[src/hdl/ght_ram.sv]
`timescale 1ns / 1ps

module ght_ram #(
    parameter int WIDTH = 8,
    parameter int DEPTH = 16
) (
    input  logic                                       clk,
    input  logic                                       we,
    input  logic [$clog2(DEPTH > 1 ? DEPTH : 2)-1:0]   waddr,
    input  logic [WIDTH-1:0]                           wdata,
    input  logic [$clog2(DEPTH > 1 ? DEPTH : 2)-1:0]   raddr,
    output logic [WIDTH-1:0]                           rdata
);

    logic [WIDTH-1:0] mem [DEPTH];
    logic [WIDTH-1:0] rdata_reg;

    always_ff @(posedge clk)
    begin
        if (we)
        begin
            mem[waddr] <= wdata;
        end
        rdata_reg <= mem[raddr];
    end

    assign rdata = rdata_reg;

endmodule

[config.mk]
export PLATFORM = sky130hd
export DESIGN_NAME = ght_ram
export DESIGN_NICKNAME = d
export VERILOG_FILES = /design/src/hdl/ght_ram.sv
export SDC_FILE = /design/constraint.sdc
export NUM_CORES = 1
export LEC_CHECK = 0
export BUFFER_PORTS_ARGS = -buffer_cell sky130_fd_sc_hd__buf_2
export CORE_AREA = 2 2 105 107
export CTS_CLUSTER_SIZE = 28
export DETAILED_ROUTE_END_ITERATION = 16
export DIE_AREA = 0 0 107 109
export PLACE_DENSITY = 0.77
export REMOVE_ABC_BUFFERS = 1
export SETUP_SLACK_MARGIN = 0.05
export SLEW_MARGIN = 30
export SYNTH_ARGS = -nofsm -noshare
export SYNTH_HDL_FRONTEND = slang
export SYNTH_SLANG_ARGS = --single-unit
[constraint.sdc]
create_clock -name clk -period 2.16 [get_ports clk]
set_input_delay 0.216 -clock clk [delete_from_list [all_inputs] [get_ports clk]]
set_output_delay 0.216 -clock clk [all_outputs]
set_load 0.02 [all_outputs]
==> impl_metrics.py <==
metrics = {
    "finish": {
        "layout.nets": 300,
        "area.sequential_sq_um": 4004,
        "largest_register_ffs": 128,
        "multi_input_area_sq_um": 1057,
        "final.fill_count": 752,
        "syn2layout_area_growth_pct": 18.86,
        "stdcell_count": 436,
        "layout_cell_share_with_drive_strength_beyond_1_pct": 30.85,
    },
    "setup_path": {
        "required_arrival_time_at_the_worst_endpoint_ps": 2540,
        "worst_setup_path_end_kind": "register",
        "start_kind": "register",
        "worstSetupPathType": "register to register",
        "critical_path.max_fanout": 1,
        "critical_path_arrival_ps": 1790,
    },
    "floorplanning": {
        "floorplan.core_area_sq_um": 10600,
        "die_span_x_um": 107,
        "ioPinCount": 26,
        "floorplan.initialDensity_pct": 48.55,
        "rows": 38,
        "chipHeight_um": 109,
        "design.die.area_sq_um": 11660,
    },
    "logic_synthesis": {
        "synthTopCellsByCount": "sky130_fd_sc_hd__edfxtp_1 (128), sky130_fd_sc_hd__mux4_2 (18), sky130_fd_sc_hd__a22oi_1 (16)",
        "count_of_flip_flops_with_a_built_in_enable_after_synthesis": 128,
        "yosys.area.top_type": "sky130_fd_sc_hd__edfxtp_1",
        "synth_area_sq_um": 5147,
        "yosys.cell_count.top_type": "sky130_fd_sc_hd__edfxtp_1",
        "seq_area_frac_synth_pct": 77.78,
        "synth_top_area_share_pct": 74.67,
        "synth-seq-cells": 136,
        "synth_area_leaders": "sky130_fd_sc_hd__edfxtp_1 (75%), sky130_fd_sc_hd__mux4_2 (7.9%), sky130_fd_sc_hd__mux4_1 (7.1%), sky130_fd_sc_hd__dfxtp_1 (3.1%), sky130_fd_sc_hd__a22oi_1 (2.3%)",
        "synth_cell_type_count": 19,
        "synth_cells": 229,
        "synthesis.area_per_instance_sq_um": 22.48,
        "yosysWarnings": 0,
        "synthFlopType": "sky130_fd_sc_hd__edfxtp_1",
        "async_reset_ff_share_pct": 0,
    },
    "power_and_ir_drop": {
        "worst_ir_drop_vdd_mv": 0.4333,
        "cellPowerDensity_nw_per_um2": 1004,
        "gate_power_share_pct": 4.7,
        "internal_power_mw": 4.926,
        "power_frac_clock_pct": 47.0,
        "power_switching_mw": 1.214,
        "seq_power_share_pct": 48.4,
        "total_leakage_power_nw": 2.083,
        "switching_share_of_total_power_pct": 19.78,
    },
    "route": {
        "drt_drc_violations_left": 0,
        "drt_first_pass_iters": 5,
        "detail_route.vias_per_cell": 5.644,
        "detail_route.iter0.violations": 154,
        "wl_mm": 9.807,
        "detail-route-antenna-nets": 0,
        "post_drt_wl_per_cell_um": 22.49,
        "route.vias.total": 2461,
    },
    "placement": {
        "dp_hpwl_mm": 6.069,
        "port_buffers": 25,
        "placed_cells": 403,
        "routabilityCongestion": 0.7553,
    },
    "timing": {
        "fin_setup_tns_ps": 0,
        "min_period_over_period_pct": 65.08,
        "worstMarginPinSlew_ps": 763.9,
        "period_needed_ps": 1406,
        "timing_max_transition_violations_final": 0,
        "worst_slew_margin_rel_pct": 48.97,
        "final.setup_skew_ps": 7.646,
        "grt_setup_unrepaired": "false",
        "setup-violations-final": 0,
        "max_freq_mhz": 711.4,
        "hold_viol": 0,
    },
    "global_route": {
        "antenna_found_initial": 1,
        "via_count_of_the_first_global_routing_pass": 2609,
        "first_pass_grt_wire_length_mm": 15.08,
        "global_route_usage_over_all_layers_pct": 18.72,
        "pin_count_of_the_biggest_net_entering_global_routing": 33,
        "grt-ovfl-total": 0,
    },
    "cts": {
        "cts.reportedPaths.clkPinSlew_ps": 60,
        "num_clock_sinks": 136,
        "postCtsHoldBufs": 0,
        "cts_tree": "done",
        "postCtsResizedCells": 0,
        "ctsRootBufferMaster": "sky130_fd_sc_hd__clkbuf_8",
        "ctsHtreeMaxLevel": 4,
        "clock_path_buffers": 2,
        "cts_made_buffers": 17,
        "cts_setup_buffers": 0,
        "insertion_delay_ps": 510,
    },
    "flow_run": {
        "maxCapViolations": 0,
    },
    "run_status": {
        "run_status": "complete, no violations",
    },
    "worst_hold_path": {
        "timing.hold.worst.class": "input port to register",
    },
}
cells in the final DEF, fill, tap and decap left out, drive strengths merged, types with 2 or more instances in the layout:
master,netlist,final
buf,7,44
a22oi,16,16
clkinv,0,7
mux4,32,32
nor3,4,4
clkinvlp,0,3
nand2b,2,2
edfxtp,128,128
clkbuf,0,18
nor2,13,13
nand3b,2,2
nand2,9,9
dfxtp,8,8
bufinv,0,4
per-layer routing:
metal	wire length (um)	vias to the layer above	track usage, %
met2	5070	78	31.57
met1	4163	1292	23.24
met4	53	0	7.050
li1	-	1086	-
met3	520	5	5.380
met5	0	-	0
cells by family (layout without fill, tap and decap cells):
kind of cell / count (synthesis) / after routing / share of synthesized area, %
and+or+nand+nor: 35 / 35 / 3.184
other: 0 / 1 / 0
AOI/OAI and AO/OA: 16 / 16 / 2.334
DFF: 136 / 136 / 77.78
muxes: 32 / 32 / 15.02
buffers and inverters: 10 / 76 / 1.677
stage by stage:
| stage | power, mW | util [%] | hold WS (ps) | area [sq um] | worst slack, ps |
|---|---|---|---|---|---|
| after global routing | 6.297 | 57.68 | 87.09 | 6116 | 683.8 |
| after floorplan | 3.158 | - | 314.9 | 5061 | 451.1 |
| final | 6.140 | 57.71 | 90.28 | 6118 | 754.3 |
| after detailed placement | 3.311 | 52.03 | 613.4 | 5517 | 414.3 |
| after CTS | 6.180 | 57.68 | 71.31 | 6116 | 722.5 |
| after global placement | 3.299 | 52.03 | 602.1 | 5517 | 453.7 |
cell type report:
cell class              instances  share of cell area, %
repair buffers                 44                  4.581
multi-input cells              83                  17.28
well taps                     140                  2.863
clock buffers                  18                  6.830
flip-flops and latches        136                  65.44
clock inverters                14                  2.965
diodes                          1                0.04090
critical path: stages, from the launching register on:
cell and delay [ps]:
sky130_fd_sc_hd__edfxtp_1 380, sky130_fd_sc_hd__mux4_1 540, sky130_fd_sc_hd__a22oi_1 290, sky130_fd_sc_hd__nand2_1 80
path summary, 6_finish.rpt:
check / slack [ps] / start / to / cells after the start
setup / recovery: 750 / mem[9][1] / rdata[1] / 3
hold / removal: 90 / wdata[2] / mem[3][2] / 1
setup reg to reg: 750 / mem[9][1] / rdata[1] / 3
hold reg to reg: 670 / mem[7][1] / rdata[1] / 3
power groups by stage:
stage	logic (mW)	registers [mW]	clock network, mW
after global placement	0.278	3.02	0
after global routing	0.310	2.97	3.01
after CTS	0.291	2.97	2.92
after floorplan	0.118	3.04	0
final	0.286	2.97	2.88
after detailed placement	0.286	3.02	0
Power figures use the tool's default switching activity.
