`config.mk`:
```
export PLATFORM = sky130hd
export DESIGN_NAME = ght_ctrl_flat
export DESIGN_NICKNAME = d
export VERILOG_FILES = /design/src/hdl/ght_pkg.sv /design/src/hdl/ght_if.sv /design/src/hdl/ght_ctrl.sv /design/src/flat_wrapper.sv
export SDC_FILE = /design/constraint.sdc
export NUM_CORES = 1
export LEC_CHECK = 0
export ABC_AREA = 1
export BUFFER_PORTS_ARGS = -buffer_cell sky130_fd_sc_hd__buf_2
export CAP_MARGIN = 25
export CORE_ASPECT_RATIO = 1.4
export CORE_MARGIN = 1
export CORE_UTILIZATION = 45
export DETAILED_ROUTE_END_ITERATION = 16
export GPL_TIMING_DRIVEN = 1
export PLACE_DENSITY_LB_ADDON = 0.1
export SKIP_CTS_REPAIR_TIMING = 1
export SYNTH_ARGS = -nofsm -noshare
export SYNTH_HDL_FRONTEND = slang
export SYNTH_SLANG_ARGS = --single-unit
```
`constraint.sdc`:
```
create_clock -name clk -period 3 [get_ports clk]
set_input_delay 0.3 -clock clk [delete_from_list [all_inputs] [get_ports clk]]
set_output_delay 0.3 -clock clk [all_outputs]
set_load 0.03 [all_outputs]
```
`src/hdl/ght_pkg.sv`:
```
`timescale 1ns / 1ps

package ght_pkg;

    typedef enum logic [2:0] {
        CMD_ALLOC       = 3'd0,
        CMD_LOOKUP      = 3'd1,
        CMD_FREE        = 3'd2,
        CMD_CLOSE_TREE  = 3'd3,
        CMD_CLOSE_ALL   = 3'd4,
        CMD_SET_RELATED = 3'd5
    } cmd_t;

    localparam logic [1:0] STATUS_OK        = 2'd0;
    localparam logic [1:0] STATUS_NOT_FOUND = 2'd1;
    localparam logic [1:0] STATUS_FULL      = 2'd2;

    localparam int ENTRY_W = 65;

    typedef struct packed {
        logic        valid;
        logic [31:0] generation;
        logic [31:0] tree;
    } entry_t;

    typedef struct packed {
        logic [1:0]  status;
        logic [6:0]  slot;
        logic [63:0] handle_high;
        logic [31:0] entry_tree;
        logic [6:0]  closed_count;
    } result_t;

endpackage

```
`src/hdl/ght_if.sv`:
```
`timescale 1ns / 1ps

interface ght_in_if;
    logic        valid;
    logic        ready;
    logic [2:0]  cmd;
    logic [63:0] file_id_high;
    logic [63:0] file_id_low;
    logic [31:0] tree_id;

    modport source (output valid, output cmd, output file_id_high, output file_id_low,
                    output tree_id, input ready);
    modport sink (input valid, input cmd, input file_id_high, input file_id_low,
                  input tree_id, output ready);
endinterface


```
`src/hdl/ght_ctrl.sv`:
```
`timescale 1ns / 1ps

module ght_ctrl #(
    parameter int TABLE_ENTRIES = 64
) (
    input  logic                                              clk,
    input  logic                                              rst_n,
    ght_in_if.sink                                            in_ch,
    output logic                                              mem_we,
    output logic [$clog2(TABLE_ENTRIES > 1 ? TABLE_ENTRIES : 2)-1:0] mem_waddr,
    output logic [ght_pkg::ENTRY_W-1:0]                       mem_wdata,
    output logic [$clog2(TABLE_ENTRIES > 1 ? TABLE_ENTRIES : 2)-1:0] mem_raddr,
    input  logic [ght_pkg::ENTRY_W-1:0]                       mem_rdata,
    output logic                                              res_valid,
    output ght_pkg::result_t                                  res,
    input  logic                                              res_ready
);

    localparam int AW = $clog2(TABLE_ENTRIES > 1 ? TABLE_ENTRIES : 2);
    localparam int CW = $clog2(TABLE_ENTRIES + 1);
    localparam logic [AW-1:0] LAST = AW'(TABLE_ENTRIES - 1);
    localparam logic [31:0] NUM_ENTRIES = 32'(TABLE_ENTRIES);

    typedef enum logic [2:0] {
        S_CLEAR,
        S_IDLE,
        S_CHECK,
        S_SCAN,
        S_DONE
    } state_t;

    state_t           state_reg, state_next;
    logic [2:0]       cmd_reg, cmd_next;
    logic [63:0]      hi_reg, hi_next;
    logic [AW-1:0]    addr_reg, addr_next;
    logic [31:0]      tree_reg, tree_next;
    logic [AW-1:0]    ptr_reg, ptr_next;
    logic             pend_reg, pend_next;
    logic [AW-1:0]    pend_addr_reg, pend_addr_next;
    logic [CW-1:0]    count_reg, count_next;
    logic [31:0]      gen_cnt_reg, gen_cnt_next;
    logic             rel_valid_reg, rel_valid_next;
    logic [63:0]      rel_hi_reg, rel_hi_next;
    logic [63:0]      rel_lo_reg, rel_lo_next;
    logic [AW-1:0]    clr_reg, clr_next;
    ght_pkg::result_t res_reg, res_next;

    ght_pkg::entry_t  rd_entry;
    ght_pkg::entry_t  wr_entry;
    logic             compound;
    logic [63:0]      eff_hi;
    logic [63:0]      eff_lo;
    logic [31:0]      idx;
    logic [31:0]      idx_m1;
    logic             id_ok;
    logic [AW:0]      addr_slot;
    logic [AW:0]      pend_slot;
    logic [63:0]      pend_handle;
    logic [31:0]      gen_new;
    logic             hit;
    logic             accept;

    assign rd_entry    = ght_pkg::entry_t'(mem_rdata);
    assign compound    = (in_ch.file_id_high == '1) && (in_ch.file_id_low == '1);
    assign eff_hi      = compound ? rel_hi_reg : in_ch.file_id_high;
    assign eff_lo      = compound ? rel_lo_reg : in_ch.file_id_low;
    assign idx         = eff_hi[63:32];
    assign idx_m1      = idx - 32'd1;
    assign id_ok       = (!compound || rel_valid_reg) && (eff_lo == 64'd0) &&
                         (idx != 32'd0) && (idx <= NUM_ENTRIES);
    assign addr_slot   = {1'b0, addr_reg} + (AW+1)'(1);
    assign pend_slot   = {1'b0, pend_addr_reg} + (AW+1)'(1);
    assign pend_handle = {32'(pend_slot), rd_entry.generation};
    assign gen_new     = gen_cnt_reg + 32'd1;
    assign hit         = rd_entry.valid &&
                         ((cmd_reg == ght_pkg::CMD_CLOSE_ALL) || (rd_entry.tree == tree_reg));
    assign accept      = in_ch.valid && in_ch.ready;

    assign in_ch.ready = (state_reg == S_IDLE);
    assign res_valid   = (state_reg == S_DONE);
    assign res         = res_reg;
    assign mem_wdata   = wr_entry;

    always_comb
    begin
        state_next     = state_reg;
        cmd_next       = cmd_reg;
        hi_next        = hi_reg;
        addr_next      = addr_reg;
        tree_next      = tree_reg;
        ptr_next       = ptr_reg;
        pend_next      = pend_reg;
        pend_addr_next = pend_addr_reg;
        count_next     = count_reg;
        gen_cnt_next   = gen_cnt_reg;
        rel_valid_next = rel_valid_reg;
        rel_hi_next    = rel_hi_reg;
        rel_lo_next    = rel_lo_reg;
        clr_next       = clr_reg;
        res_next       = res_reg;
        mem_we         = 1'b0;
        mem_waddr      = pend_addr_reg;
        wr_entry       = '0;
        mem_raddr      = ptr_reg;

        case (state_reg)
            S_CLEAR:
            begin
                mem_we    = 1'b1;
                mem_waddr = clr_reg;
                clr_next  = clr_reg + AW'(1);
                if (clr_reg == LAST)
                begin
                    state_next = S_IDLE;
                end
            end
            S_IDLE:
            begin
                mem_raddr = idx_m1[AW-1:0];
                if (accept)
                begin
                    cmd_next       = in_ch.cmd;
                    hi_next        = eff_hi;
                    addr_next      = idx_m1[AW-1:0];
                    tree_next      = in_ch.tree_id;
                    ptr_next       = '0;
                    pend_next      = 1'b0;
                    count_next     = '0;
                    res_next       = '0;
                    case (in_ch.cmd)
                        ght_pkg::CMD_ALLOC,
                        ght_pkg::CMD_CLOSE_TREE,
                        ght_pkg::CMD_CLOSE_ALL:
                        begin
                            state_next = S_SCAN;
                        end
                        ght_pkg::CMD_LOOKUP,
                        ght_pkg::CMD_FREE:
                        begin
                            if (id_ok)
                            begin
                                state_next = S_CHECK;
                            end
                            else
                            begin
                                res_next.status = ght_pkg::STATUS_NOT_FOUND;
                                state_next      = S_DONE;
                            end
                        end
                        ght_pkg::CMD_SET_RELATED:
                        begin
                            rel_valid_next = 1'b1;
                            rel_hi_next    = in_ch.file_id_high;
                            rel_lo_next    = in_ch.file_id_low;
                            state_next     = S_DONE;
                        end
                        default:
                        begin
                            res_next.status = ght_pkg::STATUS_NOT_FOUND;
                            state_next      = S_DONE;
                        end
                    endcase
                end
            end
            S_CHECK:
            begin
                if (rd_entry.valid && (rd_entry.generation == hi_reg[31:0]))
                begin
                    res_next.status      = ght_pkg::STATUS_OK;
                    res_next.slot        = 7'(addr_slot);
                    res_next.handle_high = hi_reg;
                    res_next.entry_tree  = rd_entry.tree;
                    if (cmd_reg == ght_pkg::CMD_FREE)
                    begin
                        mem_we    = 1'b1;
                        mem_waddr = addr_reg;
                        if (rel_valid_reg && (rel_hi_reg == hi_reg) && (rel_lo_reg == 64'd0))
                        begin
                            rel_valid_next = 1'b0;
                            rel_hi_next    = '0;
                            rel_lo_next    = '0;
                        end
                    end
                end
                else
                begin
                    res_next.status = ght_pkg::STATUS_NOT_FOUND;
                end
                state_next = S_DONE;
            end
            S_SCAN:
            begin
                ptr_next       = ptr_reg + AW'(1);
                pend_next      = 1'b1;
                pend_addr_next = ptr_reg;
                if (pend_reg)
                begin
                    if (cmd_reg == ght_pkg::CMD_ALLOC)
                    begin
                        if (!rd_entry.valid)
                        begin
                            mem_we              = 1'b1;
                            wr_entry.valid      = 1'b1;
                            wr_entry.generation = gen_new;
                            wr_entry.tree       = tree_reg;
                            gen_cnt_next        = gen_new;
                            res_next.status     = ght_pkg::STATUS_OK;
                            res_next.slot       = 7'(pend_slot);
                            res_next.handle_high = {32'(pend_slot), gen_new};
                            res_next.entry_tree = tree_reg;
                            state_next          = S_DONE;
                        end
                        else if (pend_addr_reg == LAST)
                        begin
                            res_next.status = ght_pkg::STATUS_FULL;
                            state_next      = S_DONE;
                        end
                    end
                    else
                    begin
                        if (hit)
                        begin
                            mem_we     = 1'b1;
                            count_next = count_reg + CW'(1);
                            if (rel_valid_reg && (rel_hi_reg == pend_handle) &&
                                (rel_lo_reg == 64'd0))
                            begin
                                rel_valid_next = 1'b0;
                                rel_hi_next    = '0;
                                rel_lo_next    = '0;
                            end
                        end
                        if (pend_addr_reg == LAST)
                        begin
                            res_next.status       = ght_pkg::STATUS_OK;
                            res_next.closed_count = 7'(count_next);
                            state_next            = S_DONE;
                        end
                    end
                end
            end
            S_DONE:
            begin
                if (res_ready)
                begin
                    state_next = S_IDLE;
                end
            end
            default:
            begin
                state_next = S_IDLE;
            end
        endcase
    end

    always_ff @(posedge clk or negedge rst_n)
    begin
        if (!rst_n)
        begin
            state_reg     <= S_CLEAR;
            cmd_reg       <= '0;
            hi_reg        <= '0;
            addr_reg      <= '0;
            tree_reg      <= '0;
            ptr_reg       <= '0;
            pend_reg      <= 1'b0;
            pend_addr_reg <= '0;
            count_reg     <= '0;
            gen_cnt_reg   <= '0;
            rel_valid_reg <= 1'b0;
            rel_hi_reg    <= '0;
            rel_lo_reg    <= '0;
            clr_reg       <= '0;
            res_reg       <= '0;
        end
        else
        begin
            state_reg     <= state_next;
            cmd_reg       <= cmd_next;
            hi_reg        <= hi_next;
            addr_reg      <= addr_next;
            tree_reg      <= tree_next;
            ptr_reg       <= ptr_next;
            pend_reg      <= pend_next;
            pend_addr_reg <= pend_addr_next;
            count_reg     <= count_next;
            gen_cnt_reg   <= gen_cnt_next;
            rel_valid_reg <= rel_valid_next;
            rel_hi_reg    <= rel_hi_next;
            rel_lo_reg    <= rel_lo_next;
            clr_reg       <= clr_next;
            res_reg       <= res_next;
        end
    end

endmodule

```
`src/flat_wrapper.sv`:
```
// flat-port wrapper written by rule: the top's interface ports become plain ports
module ght_ctrl_flat 
#(
    parameter int TABLE_ENTRIES = 64
)
  (clk, rst_n, mem_we, mem_waddr, mem_wdata, mem_raddr, mem_rdata, res_valid, res, res_ready, in_ch_valid, in_ch_cmd, in_ch_file_id_high, in_ch_file_id_low, in_ch_tree_id, in_ch_ready);
  ght_in_if in_ch_i ();
  input  logic clk;
  input  logic rst_n;
  output logic mem_we;
  output logic [$clog2(TABLE_ENTRIES > 1 ? TABLE_ENTRIES : 2)-1:0] mem_waddr;
  output logic [ght_pkg::ENTRY_W-1:0] mem_wdata;
  output logic [$clog2(TABLE_ENTRIES > 1 ? TABLE_ENTRIES : 2)-1:0] mem_raddr;
  input  logic [ght_pkg::ENTRY_W-1:0] mem_rdata;
  output logic res_valid;
  output ght_pkg::result_t res;
  input  logic res_ready;
  input wire logic [$bits(in_ch_i.valid)-1:0] in_ch_valid;
  input wire logic [$bits(in_ch_i.cmd)-1:0] in_ch_cmd;
  input wire logic [$bits(in_ch_i.file_id_high)-1:0] in_ch_file_id_high;
  input wire logic [$bits(in_ch_i.file_id_low)-1:0] in_ch_file_id_low;
  input wire logic [$bits(in_ch_i.tree_id)-1:0] in_ch_tree_id;
  output wire logic [$bits(in_ch_i.ready)-1:0] in_ch_ready;
  assign in_ch_i.valid = in_ch_valid;
  assign in_ch_i.cmd = in_ch_cmd;
  assign in_ch_i.file_id_high = in_ch_file_id_high;
  assign in_ch_i.file_id_low = in_ch_file_id_low;
  assign in_ch_i.tree_id = in_ch_tree_id;
  assign in_ch_ready = in_ch_i.ready;
  ght_ctrl #(.TABLE_ENTRIES(TABLE_ENTRIES)) u_core (.clk(clk), .rst_n(rst_n), .in_ch(in_ch_i), .mem_we(mem_we), .mem_waddr(mem_waddr), .mem_wdata(mem_wdata), .mem_raddr(mem_raddr), .mem_rdata(mem_rdata), .res_valid(res_valid), .res(res), .res_ready(res_ready));
endmodule
```
==> parameters.txt, run 1 <==
Parameter                              Value

Outcome
  Status ... finished with violations
  Violations in the final reports ... negative hold slack, negative setup slack

Setup path
  Critical path class ... reg -> out
  Critical Path RT ... 2.70 ns
  Most repeated library cell on the critical path ... buf_6
  Launching element type of the critical path ... register
  Arrival time at the worst endpoint ... 2.91 ns
  Slowest cell on the critical path ... dfrtp_1
  Reg2Reg Setup Slack ... 0.14 ns
  Kind of end point of the critical path ... output pin
  Critical register-to-register path startpoint ... u_core.pend_addr_reg[0]
  Family of cells with the greatest summed delay on the critical path ... simple AND/OR/NAND/NOR gates
  R2R cell count ... 14
  Maximum net fanout on the critical path ... 7
  FF-to-FF End ... u_core.rel_hi_reg[1]
  Critical path cell sequence ... inv_1, nor2_1, nor4_1, nand2_1, nor4_2, buf_4, nand3_4, buf_6, o211ai_1, nand3_1, buf_6
  Worst Path Buf+Inv ... 4
  Longest individual stage delay on the worst path ... 0.40 ns

Global route
  GRT Resource Usage Total ... 0.333
  First-pass GRT wire length ... 130,000 um
  Via count of the first global-routing pass ... 22,316
  Global-route congestion overflow total ... 0
  Initial antenna violation count ... 6
  Largest net degree at the start of global routing ... 147

Finish
  Net total in the final layout ... 3,894
  Commonest cells after routing, fill and taps aside ... 922 x nand2_1, 406 x dfrtp_1, 401 x buf_2
  Largest register FFs ... 112
  Synth-to-Final Area Change ... 26.5%
  Fraction of final layout cells sized beyond drive strength 1 ... 0.212
  Most common cell after layout, fill and taps aside ... nand2_1
  Storage element area ... 10,200 um^2
  Area of combinational cells with multiple inputs ... 11,000 um^2
  Final-layout fill cell count ... 4,750

Clock tree
  Number of buffers created by CTS ... 43
  TritonCTS clock tree ... built
  Post-CTS clock slew at the launch and capture registers of the worst setup and hold paths ... 0.06 ns
  Clk_lat worst skew ... 0.59 ns
  Maximum clock insertion buffer count ... 3
  Clock tree root driver cell ... clkbuf_16
  Max H-tree Level ... 2
  Clock Sink Count ... 407

Worst hold path
  Worst hold path type ... in -> reg
  Worst Hold End ... u_core.tree_reg[22]
  Count of cells along the worst hold path ... 3
  Hold wc startpoint ... in_ch_tree_id[22]

Drt
  DRC violations left ... 0
  Number of iterations in the first detailed-routing pass ... 6
  Violation count after the first detailed-route iteration ... 2,054
  Routed len/inst ... 20.3 um
  Total via count in the routed design ... 23,808
  Residual antenna-violating net count after detailed routing ... 0
  Total routed wirelength ... 88,000 um
  Via count normalized by instance count ... 5.49

Timing
  RSZ-0062 raised after global routing ... yes
  Post-layout minimum cycle time ... 3.21 ns
  Worst relative slew slack ... 0.375
  Worst clock skew ... 0.0169 ns
  Hold Worst Slack ... -0.00878 ns
  Number of max-slew violations in the final report ... 0
  Final hold viol count ... 2
  PnR worst setup slack ... -0.213 ns
  Maximum clock rate ... 311 MHz
  Measured slew at the worst slew-check pin ... 0.937 ns
  Finish-stage setup viols ... 15
  Final clock period utilization by the worst path ... 1.07

Pwr
  Lkg Pwr ... 14.7 nW
  Maximum resistive drop on vdd ... 801 uV
  Power per standard cell area ... 901 nW/um^2

Synth
  Number of synthesized register bits ... 407
  Most instantiated flip-flop cell in the synthesis netlist ... dfrtp_1
  Warning count from the yosys run ... 0
  Number of synthesized flops with an enable pin ... 0
  Async set-or-reset flop fraction in the synthesized netlist ... 1.00
  Number of instances in the synthesized netlist ... 3,149
  Netlist Area Pre-Place ... 22,800 um^2
  Number of nets produced by synthesis ... 3,388
  Mean area per synthesized cell ... 7.24 um^2
  Unique masters post-synth ... 49
  Part of the Yosys area used for sequential elements ... 0.447

Floorplan
  Core Box Area ... 50,000 um^2
  Std cell rows ... 97
  Horizontal extent of the die ... 192 um
  Floorplan die area ... 51,600 um^2
  Starting density of the core ... 0.456
  IO Count ... 424
  Die height ... 268 um

Place
  Worst Setup Slack post-DPL ... -0.0884 ns
  Weighted congestion reported at the end of routability-driven placement ... 0.970
  Count of input and output buffers ... 423
  Post-DP HPWL ... 65,600 um

Flow run
  Number of violations of the max-capacitance limit ... 0
-- through the flow --
step | TNS (ns) | area (um^2) | total power, mW | instances | util
after floorplan | 0 | 22800 | 15.9 | 3149 | -
after global placement | 0 | 26500 | 20.0 | 4203 | 0.530
after detailed placement | -0.236 | 26500 | 20.2 | 4203 | 0.530
after CTS | -4.13 | 27900 | 25.7 | 4280 | 0.558
after global routing | -4.25 | 28900 | 27.5 | 4333 | 0.577
final | -1.30 | 28900 | 26.0 | 4334 | 0.577
-- worst max path at each step --
stage	startpoint	to	slack, ns	depth (start not counted)
global route	u_core.gen_cnt_reg[0]	mem_wdata[56]	-0.32	12
detailed placement	in_ch_file_id_high[42]	u_core.state_reg[2]	-0.09	21
global placement	in_ch_file_id_high[45]	mem_raddr[4]	0.01	17
floorplan	in_ch_file_id_low[61]	mem_raddr[4]	0.49	15
finish	u_core.hi_reg[14]	mem_waddr[1]	-0.21	11
CTS	u_core.gen_cnt_reg[2]	mem_wdata[63]	-0.36	15
-- routing by layer --
metal	GRT usage	vias up	wire length, um
met3	0.0434	208	5610
met4	0.165	4	4430
li1	-	11274	-
met2	0.593	995	44500
met1	0.390	11327	33400
met5	0	-	22
-- area by class of cell --
class,instances,area share
Multi-Input combinational cell,2226,0.382
Clock inverter,11,0.00347
Antenna cell,4,0.000347
Sequential cell,407,0.353
Timing Repair Buffer,622,0.141
Tap cell,643,0.0279
Clock buffer,66,0.0455
Inverter,355,0.0464
-- synth_stat cells (2+ instances only) --
cell type | instances | area (um^2)
nand2_1 | 933 | 3500
nor2_1 | 421 | 1580
dfrtp_1 | 407 | 10200
inv_1 | 346 | 1300
o21ai_0 | 226 | 1130
nand4_1 | 177 | 1110
clkbuf_1 | 97 | 364
nand3_1 | 71 | 355
o22ai_1 | 58 | 363
buf_2 | 51 | 255
xnor2_1 | 47 | 412
xor2_1 | 47 | 412
o211ai_1 | 42 | 315
nor4_1 | 30 | 188
a31oi_1 | 29 | 181
nor3_1 | 20 | 100
a21oi_1 | 17 | 85.1
or2_2 | 16 | 100
a22oi_1 | 14 | 105
a221oi_1 | 12 | 105
o2111ai_1 | 12 | 105
o31ai_1 | 11 | 82.6
buf_1 | 9 | 33.8
inv_2 | 9 | 33.8
ha_1 | 7 | 87.6
nand3b_1 | 5 | 37.5
o21ai_1 | 4 | 20.0
a211oi_1 | 3 | 22.5
nor2_2 | 3 | 18.8
buf_4 | 2 | 15.0
buf_6 | 2 | 22.5
o21a_1 | 2 | 15.0
o21bai_1 | 2 | 15.0
o221ai_1 | 2 | 17.5
-- kinds of logic (layout without fill, tap and decap cells) --
family / after synthesis / in the layout / share of synthesized area
flops: 407 / 407 / 0.447
fa+ha+maj: 7 / 7 / 0.00384
xor+xnor: 94 / 94 / 0.0361
compound gates: 443 / 443 / 0.116
other cells: 0 / 4 / 0
simple gates: 1682 / 1682 / 0.309
buf+inv: 516 / 1054 / 0.0887
-- where the power goes --
part	switching (mW)	leakage, nW	internal, mW	total [mW]
registers	2.02	5.14	7.53	9.55
clock network	2.34	0.696	3.10	5.44
logic	7.36	8.84	3.63	11.0
-- tightest hold or removal path, cell delays in order --
cell	delay, ns
buf_2	0.08
nand2_1	0.05
o21ai_0	0.09
(Power assumes the default switching activity.)
==> inputs of run 2 (changes only) <==
==> constraint.sdc (replaced) <==
create_clock -name clk -period 3 [get_ports clk]
set_input_delay 0.15 -clock clk [delete_from_list [all_inputs] [get_ports clk]]
set_output_delay 0.15 -clock clk [all_outputs]
set_load 0.03 [all_outputs]
==> parameters.txt, run 2 (same netlist as run 1, synthesis figures left out) <==
Parameter                              Value

Outcome
  Status ... finished with violations (unchanged)
  Violations in the final reports ... negative hold slack, negative setup slack (unchanged)

Pwr
  Power per standard cell area ... 885 nW/um^2 (was 901 nW/um^2)
  Maximum resistive drop on vdd ... 831 uV (was 801 uV)
  Lkg Pwr ... 14.8 nW (was 14.7 nW)

Place
  Post-DP HPWL ... 65,300 um (was 65,600 um)
  Post-detailed-placement cell area ... 26,100 um^2 (was 26,500 um^2)
  Count of input and output buffers ... 423 (unchanged)
  Worst Setup Slack post-DPL ... 0.00611 ns (was -0.0884 ns)
  Weighted congestion reported at the end of routability-driven placement ... 0.966 (was 0.970)

Setup path
  Critical path cell sequence ... nand3_2, nor2_2, inv_2, nor2_4, nand2_2, nor2_2, nand2_2, nor2_4, nand4_1, nor2_2, inv_2, or2_4, xor2_2, nor2_1, buf_4 (was inv_1, nor2_1, nor4_1, nand2_1, nor4_2, buf_4, nand3_4, buf_6, o211ai_1, nand3_1, buf_6)
  Kind of end point of the critical path ... output pin (unchanged)
  Maximum net fanout on the critical path ... 3 (was 7)
  Family of cells with the greatest summed delay on the critical path ... simple AND/OR/NAND/NOR gates (unchanged)
  Longest individual stage delay on the worst path ... 0.38 ns (was 0.40 ns)
  Slowest cell on the critical path ... dfrtp_1 (unchanged)
  Critical Path RT ... 2.85 ns (was 2.70 ns)
  Arrival time at the worst endpoint ... 2.93 ns (was 2.91 ns)
  Critical path class ... reg -> out (unchanged)
  Critical register-to-register path startpoint ... u_core.rel_hi_reg[55] (was u_core.pend_addr_reg[0])
  Worst Path Buf+Inv ... 3 (was 4)
  Launching element type of the critical path ... register (unchanged)
  Worst Setup SP ... u_core.gen_cnt_reg[1] (was u_core.hi_reg[14])
  Most repeated library cell on the critical path ... nor2_2 (was buf_6)

Floorplan
  Std cell rows ... 97 (unchanged)
  Die height ... 268 um (unchanged)
  Horizontal extent of the die ... 192 um (unchanged)
  Floorplan die area ... 51,600 um^2 (unchanged)
  Starting density of the core ... 0.456 (unchanged)
  IO Count ... 424 (unchanged)
  Core Box Area ... 50,000 um^2 (unchanged)

Clock tree
  Clk_lat worst skew ... 0.58 ns (was 0.59 ns)
  Number of buffers created by CTS ... 43 (unchanged)
  Max H-tree Level ... 2 (unchanged)
  Maximum clock insertion buffer count ... 3 (unchanged)
  Clock tree root driver cell ... clkbuf_16 (unchanged)
  TritonCTS clock tree ... built (unchanged)
  Clock Sink Count ... 407 (unchanged)
  Post-CTS clock slew at the launch and capture registers of the worst setup and hold paths ... 0.06 ns (about the same)

Timing
  Hold Worst Slack ... -0.0772 ns (was -0.00878 ns)
  PnR worst setup slack ... -0.0750 ns (was -0.213 ns)
  Worst relative slew slack ... 0.340 (was 0.375)
  Final hold viol count ... 80 (was 2)
  Post-layout minimum cycle time ... 3.08 ns (was 3.21 ns)
  RSZ-0062 raised after global routing ... yes (unchanged)
  Finish-stage setup viols ... 4 (was 15)
  Final clock period utilization by the worst path ... 1.03 (was 1.07)
  Number of max-slew violations in the final report ... 0 (unchanged)
  Worst clock skew ... 0.0242 ns (was 0.0169 ns)
  Measured slew at the worst slew-check pin ... 0.990 ns (was 0.937 ns)
  Maximum clock rate ... 325 MHz (was 311 MHz)

Drt
  Violation count after the first detailed-route iteration ... 2,060 (was 2,054)
  Total routed wirelength ... 88,300 um (was 88,000 um)
  Residual antenna-violating net count after detailed routing ... 0 (unchanged)
  DRC violations left ... 0 (unchanged)
  Number of iterations in the first detailed-routing pass ... 7 (was 6)
  Routed len/inst ... 20.1 um (was 20.3 um)
  Via count normalized by instance count ... 5.50 (was 5.49)
  Total via count in the routed design ... 24,101 (was 23,808)

Finish
  Synth-to-Final Area Change ... 28.7% (was 26.5%)
  Fraction of final layout cells sized beyond drive strength 1 ... 0.189 (was 0.212)
  Largest register FFs ... 112 (unchanged)
  Most common cell after layout, fill and taps aside ... nand2_1 (unchanged)
  Finished Cell Area ... 29,300 um^2 (was 28,900 um^2)
  Commonest cells after routing, fill and taps aside ... 926 x nand2_1, 407 x dfrtp_1, 406 x buf_2 (was 922 x nand2_1, 406 x dfrtp_1, 401 x buf_2)
  Net total in the final layout ... 3,946 (was 3,894)

Global route
  GRT Resource Usage Total ... 0.330 (was 0.333)
  Largest net degree at the start of global routing ... 147 (unchanged)
  Via count of the first global-routing pass ... 22,407 (was 22,316)
  Initial antenna violation count ... 6 (unchanged)
  Global-route congestion overflow total ... 0 (unchanged)
  First-pass GRT wire length ... 129,000 um (was 130,000 um)

Worst hold path
  Hold wc startpoint ... in_ch_file_id_high[27] (was in_ch_tree_id[22])
  Worst hold path type ... in -> reg (unchanged)

Flow run
  Number of violations of the max-capacitance limit ... 0 (unchanged)
## run 2: cell types whose count changed in the layout (fill, tap and decap cells not counted), moves of 5 or more
| cell | previous run | this run |
|---|---|---|
| nor2_1 | 390 | 401 |
| nor2_2 | 26 | 17 |
| buf_2 | 401 | 406 |
| dlygate4sd3_1 | 32 | 135 |
| clkbuf_8 | 13 | 8 |
| buf_4 | 150 | 98 |
| clkbuf_1 | 9 | 14 |
## run 2: metrics by stage
| step | std cells | power (mW) | util | hold slack [ns] | setup TNS (ns) |
|---|---|---|---|---|---|
| after CTS | 4220 | 25.5 | 0.549 | -0.316 | -3.09 |
| after global routing | 4383 | 27.6 | 0.587 | -0.000364 | -1.98 |
| after floorplan | 3149 | 15.9 | - | -0.146 | 0 |
| final | 4384 | 26.0 | 0.587 | -0.0772 | -0.221 |
| after detailed placement | 4144 | 20.1 | 0.521 | 0.294 | 0 |
| after global placement | 4144 | 19.9 | 0.521 | 0.287 | 0 |
## run 2: final cells by class
cell class / count / area (um^2)
clock inverter: 10 / 118
clock buffer: 66 / 1260
antenna: 3 / 7.51
tap: 643 / 805
timing repair buffer: 674 / 4690
fill: 4755 / 20700
sequential: 407 / 10200
inverter: 355 / 1340
multi-input combinational: 2226 / 10900
## run 2: path summary, 6_finish.rpt
check                                        end  slack (ns)  cells after the start
max                                mem_wdata[63]       -0.08                     15
min                            u_core.hi_reg[27]       -0.08                      3
max reg2reg                u_core.rel_lo_reg[59]        0.11                     12
min reg2reg                 u_core.rel_lo_reg[0]        0.47                      2
max in group asynchronous     u_core.tree_reg[6]        1.87                      3
min in group asynchronous  u_core.gen_cnt_reg[6]        0.23                      2
## run 2: tightest hold or removal path, delay by kind of cell
kind	cells	cell delay, ns
compound gates	2	0.16
buf+inv	1	0.13
## run 2: per-layer routing
metal / share of wire / up-vias / wire length [um] / global-route usage
li1: - / 11367 / - / -
met1: 0.38 / 11468 / 33700 / 0.391
met2: 0.50 / 1000 / 44000 / 0.578
met3: 0.058 / 262 / 5160 / 0.0358
met4: 0.061 / 4 / 5410 / 0.187
met5: 0.00026 / - / 23 / 0
## run 2: power by group
part           internal (mW)  total (mW)  switching, mW
Sequential              7.53        9.59           2.05
Clock                   3.07        5.36           2.29
Combinational           3.70        11.0           7.33
